File: config.mk
export PLATFORM = sky130hd
export DESIGN_NAME = uvsp_coord
export DESIGN_NICKNAME = d
export VERILOG_FILES = /design/src/rtl/uvsp_pkg.sv /design/src/rtl/uvsp_coord.sv
export SDC_FILE = /design/constraint.sdc
export NUM_CORES = 2
export LEC_CHECK = 0
export BUFFER_PORTS_ARGS = -buffer_cell sky130_fd_sc_hd__clkbuf_2
export CELL_PAD_IN_SITES_DETAIL_PLACEMENT = 0
export CELL_PAD_IN_SITES_GLOBAL_PLACEMENT = 1
export CORE_ASPECT_RATIO = 0.9
export CORE_UTILIZATION = 56
export CTS_CLUSTER_SIZE = 28
export DETAILED_ROUTE_END_ITERATION = 6
export HOLD_SLACK_MARGIN = 0.03
export PLACE_DENSITY_LB_ADDON = 0.12
export SLEW_MARGIN = 20
export SYNTH_ARGS = -nofsm -noshare
export SYNTH_HDL_FRONTEND = slang
export SYNTH_SLANG_ARGS = --single-unit
File: constraint.sdc
create_clock -name i_clk -period 29.7 [get_ports i_clk]
set_input_delay 7.425 -clock i_clk [delete_from_list [all_inputs] [get_ports i_clk]]
set_output_delay 7.425 -clock i_clk [all_outputs]
set_load 0.005 [all_outputs]
File: src/rtl/uvsp_pkg.sv
package uvsp_pkg;

    localparam int STEPS_W             = 8;
    localparam int IDX_W               = 16;
    localparam int SLOT_W              = 19;
    localparam int COORD_W             = 16;
    localparam int MAX_STEPS           = 255;
    localparam int RESET_STEPS         = 16;
    localparam int ANGLE_BITS_DEF      = 16;
    localparam int COORD_FRAC_BITS_DEF = 15;

    // Q30 sine datapath
    localparam int Q_FRAC   = 30;
    localparam int MAG_W    = Q_FRAC + 1;
    localparam int NUM_COEF = 6;
    localparam int PROD_W   = 2 * MAG_W;

    localparam int COORD_POS_MAX = 32767;
    localparam int COORD_NEG_MAX = 32768;

    // odd Taylor terms of sin(pi/2 * t), Q30
    localparam logic [MAG_W-1:0] SIN_COEF [0:NUM_COEF-1] = '{
        31'd1686629713,
        31'd693598668,
        31'd85569304,
        31'd5026995,
        31'd172272,
        31'd3864
    };

    typedef struct packed {
        logic [MAG_W-1:0] mag;
        logic             neg;
    } t_sin;

    typedef struct packed {
        logic [IDX_W-1:0]  vertex;
        logic [IDX_W-1:0]  vnext;
        logic              quad_valid;
        logic [SLOT_W-1:0] slot_base;
    } t_idx;

    typedef struct packed {
        logic [IDX_W-1:0]          vertex_number;
        logic signed [COORD_W-1:0] pos_x;
        logic signed [COORD_W-1:0] pos_y;
        logic signed [COORD_W-1:0] pos_z;
        logic                      quad_valid;
        logic [SLOT_W-1:0]         quad_slot_base;
        logic [IDX_W-1:0]          slot0_index;
        logic [IDX_W-1:0]          slot1_index;
        logic [IDX_W-1:0]          slot2_index;
        logic [IDX_W-1:0]          slot3_index;
        logic [IDX_W-1:0]          slot4_index;
        logic [IDX_W-1:0]          slot5_index;
    } t_res;

endpackage

File: src/rtl/uvsp_coord.sv
module uvsp_coord import uvsp_pkg::*; #(
    parameter int COORD_FRAC_BITS = COORD_FRAC_BITS_DEF
) (
    input  logic                      i_clk,
    input  logic                      i_en,
    input  t_sin                      i_sin_lon,
    input  t_sin                      i_cos_lon,
    input  t_sin                      i_sin_lat,
    input  t_sin                      i_cos_lat,
    output logic signed [COORD_W-1:0] o_pos_x,
    output logic signed [COORD_W-1:0] o_pos_y,
    output logic signed [COORD_W-1:0] o_pos_z
);

    localparam int SH = 2 * Q_FRAC + 1 - COORD_FRAC_BITS;

    function automatic logic [COORD_W-1:0] f_coord(input logic [PROD_W-1:0] mag,
                                                   input logic neg);
        logic [PROD_W-1:0] rnd;
        logic [COORD_W:0]  lim;
        rnd = (mag + (PROD_W'(1) << (SH - 1))) >> SH;
        if (neg) begin
            lim = (rnd > PROD_W'(COORD_NEG_MAX)) ? (COORD_W+1)'(COORD_NEG_MAX)
                                                 : (COORD_W+1)'(rnd);
            lim = (COORD_W+1)'(0) - lim;
        end else begin
            lim = (rnd > PROD_W'(COORD_POS_MAX)) ? (COORD_W+1)'(COORD_POS_MAX)
                                                 : (COORD_W+1)'(rnd);
        end
        return lim[COORD_W-1:0];
    endfunction

    // stage 0: products of lat and lon terms for x and z, sin(lat) scaled for y
    logic [PROD_W-1:0] r_mx, r_my, r_mz;
    logic              r_nx, r_ny, r_nz;

    always_ff @(posedge i_clk) begin
        if (i_en) begin
            r_mx <= PROD_W'(i_sin_lon.mag) * PROD_W'(i_cos_lat.mag);
            r_mz <= PROD_W'(i_cos_lon.mag) * PROD_W'(i_cos_lat.mag);
            r_my <= PROD_W'(i_sin_lat.mag) << Q_FRAC;
            r_nx <= i_sin_lon.neg ^ i_cos_lat.neg;
            r_nz <= i_cos_lon.neg ^ i_cos_lat.neg;
            r_ny <= i_sin_lat.neg;
        end
    end

    // stage 1: halve, round half away from zero, saturate
    logic [COORD_W-1:0] r_px, r_py, r_pz;

    always_ff @(posedge i_clk) begin
        if (i_en) begin
            r_px <= f_coord(r_mx, r_nx);
            r_py <= f_coord(r_my, r_ny);
            r_pz <= f_coord(r_mz, r_nz);
        end
    end

    assign o_pos_x = signed'(r_px);
    assign o_pos_y = signed'(r_py);
    assign o_pos_z = signed'(r_pz);

endmodule

After elaboration in Yosys (flattened, before gate mapping)
Cells that the tools add are included.
Word-level totals
  bits in registers: 206
  output and inout port bits: 48
  word-level logic and storage cells: 34
Cells by class
  $add $sub $neg: 6
  multiply operators: 2
  $lt $le $gt $ge: 6
  muxes and demuxes: 9
  bitwise operators: 2
Operator list (count)
  two-way mux 16 bit: 9
  adder 62 x 46 -> 62 bit, second input constant: 2
  multiplier 31 x 31 -> 62 bit: 2
  adder 61 x 46 -> 62 bit, second input constant: 1
  > comparator 16 x 15 -> 1 bit, second input constant: 3
  > comparator 16 bit, second input constant: 3
  subtractor 1 x 16 -> 16 bit, first input constant: 3
  XOR 1 bit: 2

Longest topological paths before layout
  depth after elaboration: 5
  depth in mapped cells: 27

Least setup slack after synthesis
No wires, ideal clock.
  path kind: input-to-reg
  start point: in i_cos_lat[8] (netlist name)
  end point: reg r_mz[60], data pin
  setup time: 158 ps
  arrival time: 14326 ps
  data required time: 29542 ps
  path slack: 15216 ps
  stages on the path: 22
  cell sequence: clkbuf_1 clkbuf_1 nand2_1 fa_1 fa_1 fa_1 fa_1 inv_1 fa_1 fa_1 fa_1 fa_1 ha_1 a2111oi_0 o21ai_1 o2111ai_1 o211ai_1 a211oi_2 a21oi_1 o41ai_2 or4b_1 o211ai_1
Between the ends
  word-level cells in the longest chain between the ends: 1
Ends and longest elaborated chain
  from (decl): RTL line uvsp_coord.sv:9  | input t_sin i_cos_lat,
  multiplier 31 x 31 -> 62 bit: RTL line uvsp_coord.sv:40  | r_mz <= PROD_W'(i_cos_lon.mag) * PROD_W'(i_cos_lat.mag);
  to (signal assigned): RTL line uvsp_coord.sv:40
  to (decl): RTL line uvsp_coord.sv:34  | logic [PROD_W-1:0] r_mx, r_my, r_mz;
Every way passes these cells.
A chain may end at the register's enable or synchronous reset.

Worst setup path after layout
  start point: in i_cos_lat[12] (netlist name)
  end point: reg r_mz[60], data pin
Same word-level chain as after synthesis.

==> results.sh <==
export IMPL_endpoint_kind="register"
export IMPL_cap_viol_max_count=0
export IMPL_grt_pass1_wl_microns=294600
export IMPL_drt_total_wl_microns=182600
export IMPL_crit_reg2reg_launch="r_mx[46]"
export IMPL_io_buffer_count=162
export IMPL_period_minus_slack_ns=16.29
export IMPL_cts_resized=0
export IMPL_ys_async_sr_fraction_pct=0
export IMPL_yosysSeqAreaShare_pct=4.609
export IMPL_cts_sinks=101
export IMPL_period_share_pct=54.84
export IMPL_cts_root_buf="clkbuf_16"
export IMPL_min_delay_start="r_my[60]"
export IMPL_outcome="completed"
export IMPL_cts_buffers=9
export IMPL_multi_input_area_sq_um=55280
export IMPL_grt_use_total_pct=32.52
export IMPL_start_kind="primary input"
export IMPL_slew_viol_final=0
export IMPL_syn_cell_area_sq_um=65800
export IMPL_hold_violations=0
export IMPL_final_cell_mix="fa_1 (1,672), inv_1 (1,556), and2_1 (1,020)"
export IMPL_drive_gt1_share_pct=4.116
export IMPL_final_common_cell="fa_1"
export IMPL_drc=0
export IMPL_dieWidth_microns=363.3
export IMPL_cp_max_fo=32
export IMPL_detailed_place_hpwl_microns=128800
export IMPL_syn_num_nets=9406
export IMPL_stdcell_area_sq_um=67840
export IMPL_first_pass_iters=5
export IMPL_insertion_delay_ns=0.43
export IMPL_synth_edf_count=101
export IMPL_regArea_sq_um=3033
export IMPL_worstMarginPinSlew_ns=1.240
export IMPL_grt_max_degree=71
export IMPL_dieArea_sq_um=118900
export IMPL_rr_endpoint="o_pos_x[12]"
export IMPL_post_drt_via_cell_ratio=5.622
export IMPL_initial_core_util_pct=56.85
export IMPL_hold_depth=3
export IMPL_core_sq_um=115800
export IMPL_worstPathArrival_ns=16.54
export IMPL_holdPathEnd="o_pos_y[14]"
export IMPL_antenna_found_initial=11
export IMPL_setup_tns_ns=0
export IMPL_drtIter0Drc=3426
export IMPL_synth_cells=7094
export IMPL_reg2regPathDepth=11
export IMPL_rsz0062_at_grt="no"
export IMPL_areaGrowthSynthToFinish_pct=3.088
export IMPL_clockBufferDepth=2
export IMPL_cts_clk_slew_worst_paths_ns=0.08
export IMPL_num_rows=118
export IMPL_fin_ws_ns=13.41
export IMPL_dpl_instance_area_sq_um=67560
export IMPL_post_cts_setup_buffer_count=0
export IMPL_die_y_microns=327.2
export IMPL_drtAntennaViolNets=0
export IMPL_timing_hold_ws_ns=0.7931
export IMPL_grt_ovfl_total=0
export IMPL_postCtsHoldBufs=0
export IMPL_yosys_register_bits=101
export IMPL_routabilityCongestion=0.9141
export IMPL_num_nets_final=9232
export IMPL_max_slew_margin_pct=17.30
export IMPL_setup_viol=0
export IMPL_grt_pass1_vias=51320
export IMPL_syn_avg_cell_area_sq_um=9.276
export IMPL_ys_flop_type="edfxtp_1"
export IMPL_rrSetupSlack_ns=24.82
export IMPL_wl_per_cell_microns=21.52
export IMPL_htree_levels=3
export IMPL_yosysWarnings=0
export IMPL_critPathKind="primary input to register"
export IMPL_pre_cts_ws_ns=13.11
export IMPL_dr_total_vias=47710
export IMPL_yosysUniqueCellTypes=81
export IMPL_fillers=10460
export IMPL_required_ns=29.95
export IMPL_max_freq_mhz=61.40
export IMPL_cts_tree="built"
export IMPL_skew_ns=0.01508
export IMPL_io_pins=178
export IMPL_min_path_type="register to register"
-- critical path, cell delays in order --
cell       delay (ns)
clkbuf_2         0.77
buf_4            0.63
and2_1           0.24
fa_1             0.43
inv_1            0.09
fa_1             0.45
fa_1             0.51
fa_1             0.53
inv_1            0.06
fa_1             0.56
fa_1             0.43
fa_1             0.57
fa_1             0.44
ha_1             0.34
a2111oi_0        0.39
o21ai_1          0.14
o2111ai_1        0.09
o211ai_1         0.18
a211oi_2         0.77
a21oi_1          0.33
o41ai_2          0.48
or4b_1           0.48
o211ai_1         0.12
-- through the flow --
step | utilization [%] | cells
after floorplan | - | 7094
after global placement | 58.36 | 8469
after detailed placement | 58.36 | 8469
after CTS | 58.60 | 8484
after global routing | 58.60 | 8484
final | 58.60 | 8487
-- logic make-up (layout without fill, tap and decap cells) --
group           Yosys count  in the layout  synth area share (%)
fa+ha+maj              2182           2182                 60.56
flops                   101            101                 4.609
compound gates          394            394                 3.995
xor+xnor                104            104                 1.384
other cells               0              3                     0
mux                      11             11                0.1787
simple gates           2314           2314                 17.89
buf+inv                1988           1818                 11.38
-- worst max-delay path by stage --
| stage | to | from | slack (ns) | cells after the start |
|---|---|---|---|---|
| 6_report | r_mz[60] | i_cos_lat[12] | 13.41 | 23 |
| 5_1_grt | r_mz[60] | i_cos_lat[12] | 13.15 | 23 |
| 3_5_place_dp | r_mz[60] | i_cos_lat[12] | 13.11 | 23 |
| 4_1_cts | r_mz[60] | i_cos_lat[12] | 13.57 | 23 |
| 2_1_floorplan | r_mz[60] | i_cos_lat[8] | 15.22 | 22 |
| 3_3_place_gp | r_mz[60] | i_cos_lat[12] | 13.23 | 23 |
-- metal layers --
metal  up-vias  GRT usage [%]  share of wire (%)
met4         0          6.742                2.1
met3       254          6.007                8.5
li1      20500              -                  -
met5         -              0                  0
met1     25150          47.81                 44
met2      1812          50.58                 45
-- synth_stat cells, types with 17 or more instances --
cell,instances,share of area (%)
nor2_1,69,0.39
xnor2_1,58,0.77
clkbuf_1,414,2.4
and3_1,28,0.27
ha_1,510,9.7
inv_1,1556,8.9
a211oi_1,17,0.19
o21ai_0,55,0.42
fa_1,1672,51
edfxtp_1,101,4.6
a21oi_1,105,0.80
o21ai_1,23,0.17
xor2_1,46,0.61
and2_1,1020,9.7
a21o_1,41,0.47
nor3_1,43,0.33
nand3_1,56,0.43
nand4_1,28,0.27
nand2_1,1004,5.7
-- sequential cells by signal, summed over array words and instances (netlist names) --
| register | flops |
|---|---|
| r_nx | 1 |
| r_mz | 17 |
| o_pos_x | 16 |
| r_my | 16 |
| r_mx | 17 |
| r_ny | 1 |
| r_nz | 1 |
| o_pos_z | 16 |
| o_pos_y | 16 |
-- area by class of cell --
type / count / area share, %
antenna: 3 / 0.01107
sequential: 101 / 4.471
clock inverter: 6 / 0.06825
tap: 1560 / 2.877
multi-input combinational: 5005 / 81.50
timing repair buffer: 246 / 2.129
inverter: 1557 / 8.616
clock buffer: 9 / 0.3320
Power is not shown: default switching activity piles up to over one toggle a cycle in this logic, so the estimate is an artifact.
