### config.mk
export PLATFORM = sky130hd
export DESIGN_NAME = uvsp_phase
export DESIGN_NICKNAME = d
export VERILOG_FILES = /design/src/rtl/uvsp_pkg.sv /design/src/rtl/uvsp_phase.sv
export SDC_FILE = /design/constraint.sdc
export NUM_CORES = 2
export LEC_CHECK = 0
export ABC_CLOCK_PERIOD_IN_PS = 8200
export BUFFER_PORTS_ARGS = -buffer_cell sky130_fd_sc_hd__buf_2
export CAP_MARGIN = 20
export CORE_MARGIN = 5
export CORE_UTILIZATION = 40
export DETAILED_ROUTE_END_ITERATION = 10
export SYNTH_ARGS = -nofsm -noshare
export SYNTH_HDL_FRONTEND = slang
export SYNTH_SLANG_ARGS = --single-unit
### constraint.sdc
create_clock -name i_clk -period 8.2 [get_ports i_clk]
set_input_delay 0 -clock i_clk [delete_from_list [all_inputs] [get_ports i_clk]]
set_output_delay 0 -clock i_clk [all_outputs]
set_load 0.02 [all_outputs]
### src/rtl/uvsp_pkg.sv
package uvsp_pkg;

    localparam int STEPS_W             = 8;
    localparam int IDX_W               = 16;
    localparam int SLOT_W              = 19;
    localparam int COORD_W             = 16;
    localparam int MAX_STEPS           = 255;
    localparam int RESET_STEPS         = 16;
    localparam int ANGLE_BITS_DEF      = 16;
    localparam int COORD_FRAC_BITS_DEF = 15;

    // Q30 sine datapath
    localparam int Q_FRAC   = 30;
    localparam int MAG_W    = Q_FRAC + 1;
    localparam int NUM_COEF = 6;
    localparam int PROD_W   = 2 * MAG_W;

    localparam int COORD_POS_MAX = 32767;
    localparam int COORD_NEG_MAX = 32768;

    // odd Taylor terms of sin(pi/2 * t), Q30
    localparam logic [MAG_W-1:0] SIN_COEF [0:NUM_COEF-1] = '{
        31'd1686629713,
        31'd693598668,
        31'd85569304,
        31'd5026995,
        31'd172272,
        31'd3864
    };

    typedef struct packed {
        logic [MAG_W-1:0] mag;
        logic             neg;
    } t_sin;

    typedef struct packed {
        logic [IDX_W-1:0]  vertex;
        logic [IDX_W-1:0]  vnext;
        logic              quad_valid;
        logic [SLOT_W-1:0] slot_base;
    } t_idx;

    typedef struct packed {
        logic [IDX_W-1:0]          vertex_number;
        logic signed [COORD_W-1:0] pos_x;
        logic signed [COORD_W-1:0] pos_y;
        logic signed [COORD_W-1:0] pos_z;
        logic                      quad_valid;
        logic [SLOT_W-1:0]         quad_slot_base;
        logic [IDX_W-1:0]          slot0_index;
        logic [IDX_W-1:0]          slot1_index;
        logic [IDX_W-1:0]          slot2_index;
        logic [IDX_W-1:0]          slot3_index;
        logic [IDX_W-1:0]          slot4_index;
        logic [IDX_W-1:0]          slot5_index;
    } t_res;

endpackage

### src/rtl/uvsp_phase.sv
module uvsp_phase import uvsp_pkg::*; #(
    parameter int ANGLE_BITS = ANGLE_BITS_DEF
) (
    input  logic                          i_clk,
    input  logic                          i_en,
    input  logic [STEPS_W-1:0]            i_lat,
    input  logic [STEPS_W-1:0]            i_lon,
    input  logic [STEPS_W-1:0]            i_steps,
    input  logic [ANGLE_BITS+STEPS_W-1:0] i_recip,
    output logic [ANGLE_BITS-1:0]         o_lon_ph,
    output logic [ANGLE_BITS-1:0]         o_lat_ph,
    output t_idx                          o_idx
);

    localparam int A = ANGLE_BITS;
    localparam int K = ANGLE_BITS + STEPS_W;
    localparam logic [A-1:0] HALF    = {1'b1, {(A-1){1'b0}}};
    localparam logic [A-1:0] QUARTER = {2'b01, {(A-2){1'b0}}};

    // stage 0: saturate grid point, build numerators
    logic [STEPS_W-1:0] w_lat_c, w_lon_c;
    logic [K-1:0]       n_nlon, n_nlat;
    logic [K-1:0]       r0_nlon, r0_nlat;
    logic [STEPS_W-1:0] r0_s, r0_lat, r0_lon;

    assign w_lat_c = (i_lat > i_steps) ? i_steps : i_lat;
    assign w_lon_c = (i_lon > i_steps) ? i_steps : i_lon;
    assign n_nlon  = (K'(w_lon_c) << A) + K'(i_steps >> 1);
    assign n_nlat  = (K'(w_lat_c) << A) + K'(i_steps);

    always_ff @(posedge i_clk) begin
        if (i_en) begin
            r0_nlon <= n_nlon;
            r0_nlat <= n_nlat;
            r0_s    <= i_steps;
            r0_lat  <= w_lat_c;
            r0_lon  <= w_lon_c;
        end
    end

    // stage 1: quotient estimate by reciprocal, vertex and slot math
    logic [2*K-1:0]     w_plon, w_plat;
    logic [IDX_W:0]     w_vsum, w_cell;
    logic               w_qv;
    logic [SLOT_W-1:0]  w_base;
    logic [K-1:0]       r1_q0lon, r1_q0lat, r1_nlon, r1_nlat;
    logic [STEPS_W-1:0] r1_s;
    t_idx               r1_idx;

    assign w_plon = (2*K)'(r0_nlon) * (2*K)'(i_recip);
    assign w_plat = (2*K)'(r0_nlat) * (2*K)'(i_recip);
    assign w_vsum = (IDX_W+1)'(r0_lat) * ((IDX_W+1)'(r0_s) + (IDX_W+1)'(1))
                  + (IDX_W+1)'(r0_lon);
    assign w_cell = (IDX_W+1)'(r0_lat) * (IDX_W+1)'(r0_s) + (IDX_W+1)'(r0_lon);
    assign w_qv   = (r0_lat < r0_s) && (r0_lon < r0_s);
    assign w_base = w_qv ? (SLOT_W'(w_cell) << 2) + (SLOT_W'(w_cell) << 1) : '0;

    always_ff @(posedge i_clk) begin
        if (i_en) begin
            r1_q0lon          <= w_plon[2*K-1:K];
            r1_q0lat          <= w_plat[2*K-1:K];
            r1_nlon           <= r0_nlon;
            r1_nlat           <= r0_nlat;
            r1_s              <= r0_s;
            r1_idx.vertex     <= w_vsum[IDX_W-1:0];
            r1_idx.vnext      <= '0;
            r1_idx.quad_valid <= w_qv;
            r1_idx.slot_base  <= w_base;
        end
    end

    // stage 2: back-multiply the estimate
    logic [K+STEPS_W-1:0] w_mlon, w_mlat;
    logic [K-1:0]         r2_plon, r2_plat, r2_q0lon, r2_q0lat, r2_nlon, r2_nlat;
    logic [STEPS_W-1:0]   r2_s;
    t_idx                 r2_idx;

    assign w_mlon = (K+STEPS_W)'(r1_q0lon) * (K+STEPS_W)'(r1_s);
    assign w_mlat = (K+STEPS_W)'(r1_q0lat) * (K+STEPS_W)'(r1_s);

    always_ff @(posedge i_clk) begin
        if (i_en) begin
            r2_plon  <= w_mlon[K-1:0];
            r2_plat  <= w_mlat[K-1:0];
            r2_q0lon <= r1_q0lon;
            r2_q0lat <= r1_q0lat;
            r2_nlon  <= r1_nlon;
            r2_nlat  <= r1_nlat;
            r2_s     <= r1_s;
            r2_idx.vertex     <= r1_idx.vertex;
            r2_idx.vnext      <= r1_idx.vertex + IDX_W'(r1_s) + IDX_W'(1);
            r2_idx.quad_valid <= r1_idx.quad_valid;
            r2_idx.slot_base  <= r1_idx.slot_base;
        end
    end

    // stage 3: one correction step, then offset to phase
    logic [K-1:0] w_rlon, w_rlat, w_qlon, w_qlat;
    logic [A-1:0] r3_lon_ph, r3_lat_ph;
    t_idx         r3_idx;

    assign w_rlon = r2_nlon - r2_plon;
    assign w_rlat = r2_nlat - r2_plat;
    assign w_qlon = r2_q0lon + K'(w_rlon >= K'(r2_s));
    assign w_qlat = r2_q0lat + K'(w_rlat >= K'(r2_s));

    always_ff @(posedge i_clk) begin
        if (i_en) begin
            r3_lon_ph <= w_qlon[A-1:0] + HALF;
            r3_lat_ph <= w_qlat[A:1] - QUARTER;
            r3_idx    <= r2_idx;
        end
    end

    assign o_lon_ph = r3_lon_ph;
    assign o_lat_ph = r3_lat_ph;
    assign o_idx    = r3_idx;

endmodule

# [Word level (Yosys, flattened, before mapping)]
# Cells that the tools add are included.
[word_totals] out_inout_bits=84 register_bits=485 wordCells=59 in_bits=50
[classes] n_mul=6 n_lt_le_gt_ge=6 n_reduce_logical=1 addsub=14 muxes=2
[op_table] cell="24-bit by 24-bit multiplier with 48-bit output" count=2
[op_table] cell="24-bit by 8-bit >= comparator with 1-bit output" count=2
[op_table] cell="24-bit by 8-bit multiplier with 24-bit output" count=2
[op_table] cell="24-bit subtractor" count=2
[op_table] cell="16-bit by 8-bit adder with 16-bit output" count=2
[op_table] cell="24-bit by 7-bit adder with 24-bit output" count=1
[op_table] cell="24-bit by 8-bit adder with 24-bit output" count=1
[op_table] cell="19-bit by 18-bit adder with 19-bit output" count=1
[op_table] cell="16-bit by 8-bit adder with 17-bit output" count=1
[op_table] cell="17-bit by 1-bit adder with 17-bit output" count=1
[op_table] cell="16-bit by 1-bit adder with 16-bit output" count=1
[op_table] cell="16-bit by 1-bit adder with 16-bit output (second input constant)" count=1
[op_table] cell="16-bit adder (second input constant)" count=1
[op_table] cell="8-bit > comparator" count=2
[op_table] cell="8-bit < comparator" count=2
[op_table] cell="8-bit by 8-bit multiplier with 16-bit output" count=1
[op_table] cell="8-bit by 9-bit multiplier with 16-bit output" count=1
[op_table] cell="8-bit 2-to-1 mux" count=2
[op_table] cell="16-bit by 15-bit subtractor with 16-bit output (second input constant)" count=1
[op_table] cell="8-bit by 1-bit adder with 9-bit output (second input constant)" count=1
[op_table] cell="1-bit logical AND" count=1

# [Longest topological paths before layout]
[depth] depth_word=4 mapped_depth=28 ltp_nobuf=26

# [Worst setup path before layout]
# OpenSTA, ideal clock, no wires.
[synth_path] kind="register to register" start="register r0_s[4] (netlist name)" end="register r1_q0lat[22], data pin" period_less_slack_ps=7169 path_stages_with_launch=25 required_ps=7938 t_arrival_ps=6907 path_buffers=2 setup_slack_ps=1031 setup_ps=262 cell_sequence="edfxtp_1 -> clkbuf_1 -> clkbuf_1 -> and2_1 -> fa_1 -> inv_1 -> fa_1 -> inv_1 -> fa_1 -> fa_1 -> fa_1 -> inv_1 -> fa_1 -> fa_1 -> inv_1 -> ha_1 -> nand4_1 -> a2111oi_0 -> a2111oi_0 -> nor4_1 -> a21oi_1 -> o31ai_1 -> a21oi_1 -> o21bai_1 -> xor2_1"
[synth_rtl] element="to (signal assigned)" line="uvsp_phase.sv:61" rtl="r1_q0lat <= w_plat[2*K-1:K];"
[synth_rtl] element="to (decl)" line="uvsp_phase.sv:46" rtl="logic [K-1:0] r1_q0lon, r1_q0lat, r1_nlon, r1_nlat;"

==> impl_metrics.csv <==
group,metric,value,unit
outcome,status,"complete, no violations",
synth,mappedNetlistNets,6861,
floorplan,start_util,40.1,%
finish,multi_input_area,0.0376,mm2
finish,drive_above_1_share,5.93,%
synth,postSynthCellCount,5268,
clock_network,cts_max_level,2,
drt,top_layer,"met5",
synth,synthFlopType,"edfxtp_1",
job,maxCapViolations,0,
drt,routed-via-count,36100,
finish,nets,6976,
finish,layout_commonest_cell,"inv_1",
critical_path,worstPathRequired,8.53,ns
place,pre_cts_slack,0.404,ns
timing,skew,0.0243,ns
drt,dr_wl_met3,7020,um
timing,fin_tns_setup,0,ns
drt,route.detailed.drc,0,
drt,wl_per_cell,18.1,um
synth,ys_types,83,
critical_path,critPathMaxFanout,38,
drt,via_per_inst,5.02,
clock_network,cts_made_buffers,43,
clock_network,cts_buffer_depth,3,
synth,synthArstFlopShare,0,%
floorplan,die_area,0.141,mm2
place,port_buffers,132,
finish,seqCellArea,0.0111,mm2
timing,layout_min_cycle_time,7.73,ns
place,dp.final_hpwl,104000,um
place,place_congestion,0.866,
clock_network,clock_latency,0.59,ns
grt,globalRouteOverflowTotal,0,
drt,detail_route.wirelength,130000,um
drt,met1_length,58000,um
grt,antenna_found_initial,13,
timing,slew-limit-headroom,25.1,%
synth,syn_area_per_cell,10.1,um2
timing,holdWs,0.253,ns
drt,drtIter0Drc,2177,
finish,n_fill_cell,12600,
grt,grt_pass1_wl,212000,um
clock_network,clockRootBuffer,"clkbuf_16",
floorplan,coreArea,0.133,mm2
timing,worstMarginPinSlew,1.12,ns
clock_network,clock_sinks,370,
synth,syn-cell-area,0.0534,mm2
timing,rsz0062_at_grt,"no",
critical_path,worstPathArrival,8.06,ns
drt,ant_nets,0,
floorplan,die_x,375,um
clock_network,cts.reportedPaths.clkPinSlew,0.07,ns
critical_path,crit_path_end_kind,"flip-flop",
drt,wl_met2,62000,um
grt,grt_max_degree,137,
timing,hold_violations,0,
timing,fin_crit_sh,94.3,%
floorplan,die_h,375,um
finish,final_cell_mix,"inv_1 (1075), fa_1 (812), ha_1 (731), nand2_1 (614), and2_1 (498)",
hold_path,hold_path_class,"in -> reg",
synth,synth_warnings,0,
grt,grt_usage,18.8,%
floorplan,fp-row-count,134,
synth,ys_seq_area_share,20.8,%
timing,setup_viol,0,
floorplan,io_pins,134,
clock_network,cts_tree,"built",
timing,clock.fmax,0.129,GHz
synth,synth_seq_cells,370,
drt,dr.pass1.iters,5,
grt,grt_pass1_vias,38700,
finish,syn_to_final_growth,8.64,%
timing,setup_ws,0.471,ns
timing,finalMaxSlewViolations,0,
synth,synth_edf_count,370,
critical_path,cp-start-kind,"flip-flop",
critical_path,crit_type,"reg -> reg",
final timing paths:
path | from | to | slack (ns) | cells past startpoint
hold / removal | i_steps[4] | r0_s[4]$_DFFE_PP_ | 0.25 | 2
hold reg to reg | r2_idx[12]$_DFFE_PP_ | o_idx[12]$_DFFE_PP_ | 0.41 | 0
setup / recovery | r0_s[3]$_DFFE_PP_ | r1_q0lat[22]$_DFFE_PP_ | 0.47 | 25
setup reg to reg | r0_s[3]$_DFFE_PP_ | r1_q0lat[22]$_DFFE_PP_ | 0.47 | 25
what timing repair did:
action                                  4_1_cts  5_1_grt
hold buffers                                 26        1
hold endpoints to repair                    111        1
gates resized for setup                       0        2
buffers inserted                              0        0
endpoints found under the setup margin        0        3
cell type report:
cell class              count  area share [%]
diodes                      9          0.0389
clock buffers              46            1.91
clock inverters            32           0.494
inverters                1075            6.96
multi-input cells        3658            64.9
flip-flops and latches    370            19.2
well taps                1768            3.82
repair buffers            235            2.76
worst max-delay path, stage by stage (launching register included):
cell	delay, ns
edfxtp_1	0.42
buf_12	0.20
and2_1	0.20
fa_1	0.52
inv_1	0.07
fa_1	0.53
inv_1	0.05
fa_1	0.51
fa_1	0.45
fa_1	0.50
inv_1	0.06
fa_1	0.46
fa_1	0.50
inv_1	0.05
ha_1	0.31
nand4_1	0.10
a2111oi_1	0.54
a2111oi_0	0.22
buf_4	0.20
nor4_1	0.28
buf_4	0.21
a21oi_1	0.09
o31ai_1	0.49
a21oi_1	0.19
o21bai_1	0.20
xor2_1	0.09
layer usage:
metal / GRT usage, % / vias up
met5: 0 / -
met3: 2.68 / 157
li1: - / 16900
met4: 4.66 / 2
met1: 25.4 / 18300
met2: 31.9 / 813
per-stage QoR:
| step | utilization [%] | cells | instance area (um2) |
|---|---|---|---|
| finish | 43.6 | 7193 | 58000 |
| global route | 43.6 | 7185 | 58000 |
| CTS | 43.6 | 7183 | 57900 |
| detailed placement | 42.3 | 7079 | 56300 |
| global placement | 42.3 | 7079 | 56300 |
| floorplan | - | 5268 | 53400 |
state kept, by name, summed over array words and instances, names as in the netlist, 17 cells and up:
register and count:
r2_plon 24, r2_plat 24, o_idx 51, r1_q0lat 24, r1_q0lon 24, r2_idx 51
r1_idx 35, r2_q0lat 17
cell usage after synthesis (8+ instances only):
cell type,instances,area share (%)
or3_1,9,0.11
nand2b_1,18,0.21
a211oi_1,17,0.24
and2_1,498,5.8
xnor2_1,151,2.5
nor2_1,117,0.82
xor2_1,58,0.95
a21boi_0,9,0.13
a31oi_1,13,0.15
a21o_1,63,0.89
o2111ai_1,8,0.13
and3_1,16,0.19
nand4_1,28,0.33
nand2_1,614,4.3
o21ai_0,76,0.71
inv_1,1075,7.6
clkbuf_1,158,1.1
o21a_1,24,0.34
nor3_1,40,0.38
nand3_1,38,0.36
fa_1,812,30
a21oi_1,107,1.0
or2_2,14,0.16
nor2b_1,35,0.41
ha_1,731,17
o21bai_1,17,0.24
o211ai_1,10,0.14
edfxtp_1,370,21
mux2_2,10,0.21
cell families (layout without fill, tap and decap cells):
family / count (synthesis) / in the layout / share of synthesized area (%)
other cells: 1 / 10 / 0.00703
xor+xnor: 209 / 209 / 3.43
compound gates: 421 / 421 / 5.30
buf+inv: 1240 / 1388 / 8.74
fa+ha+maj: 1543 / 1543 / 47.6
flops: 370 / 370 / 20.8
mux: 14 / 14 / 0.286
simple gates: 1470 / 1470 / 13.8
Power is left out: the tool's default activity adds up to more than one toggle a clock period on the data nets, which glitch-free logic cannot reach.
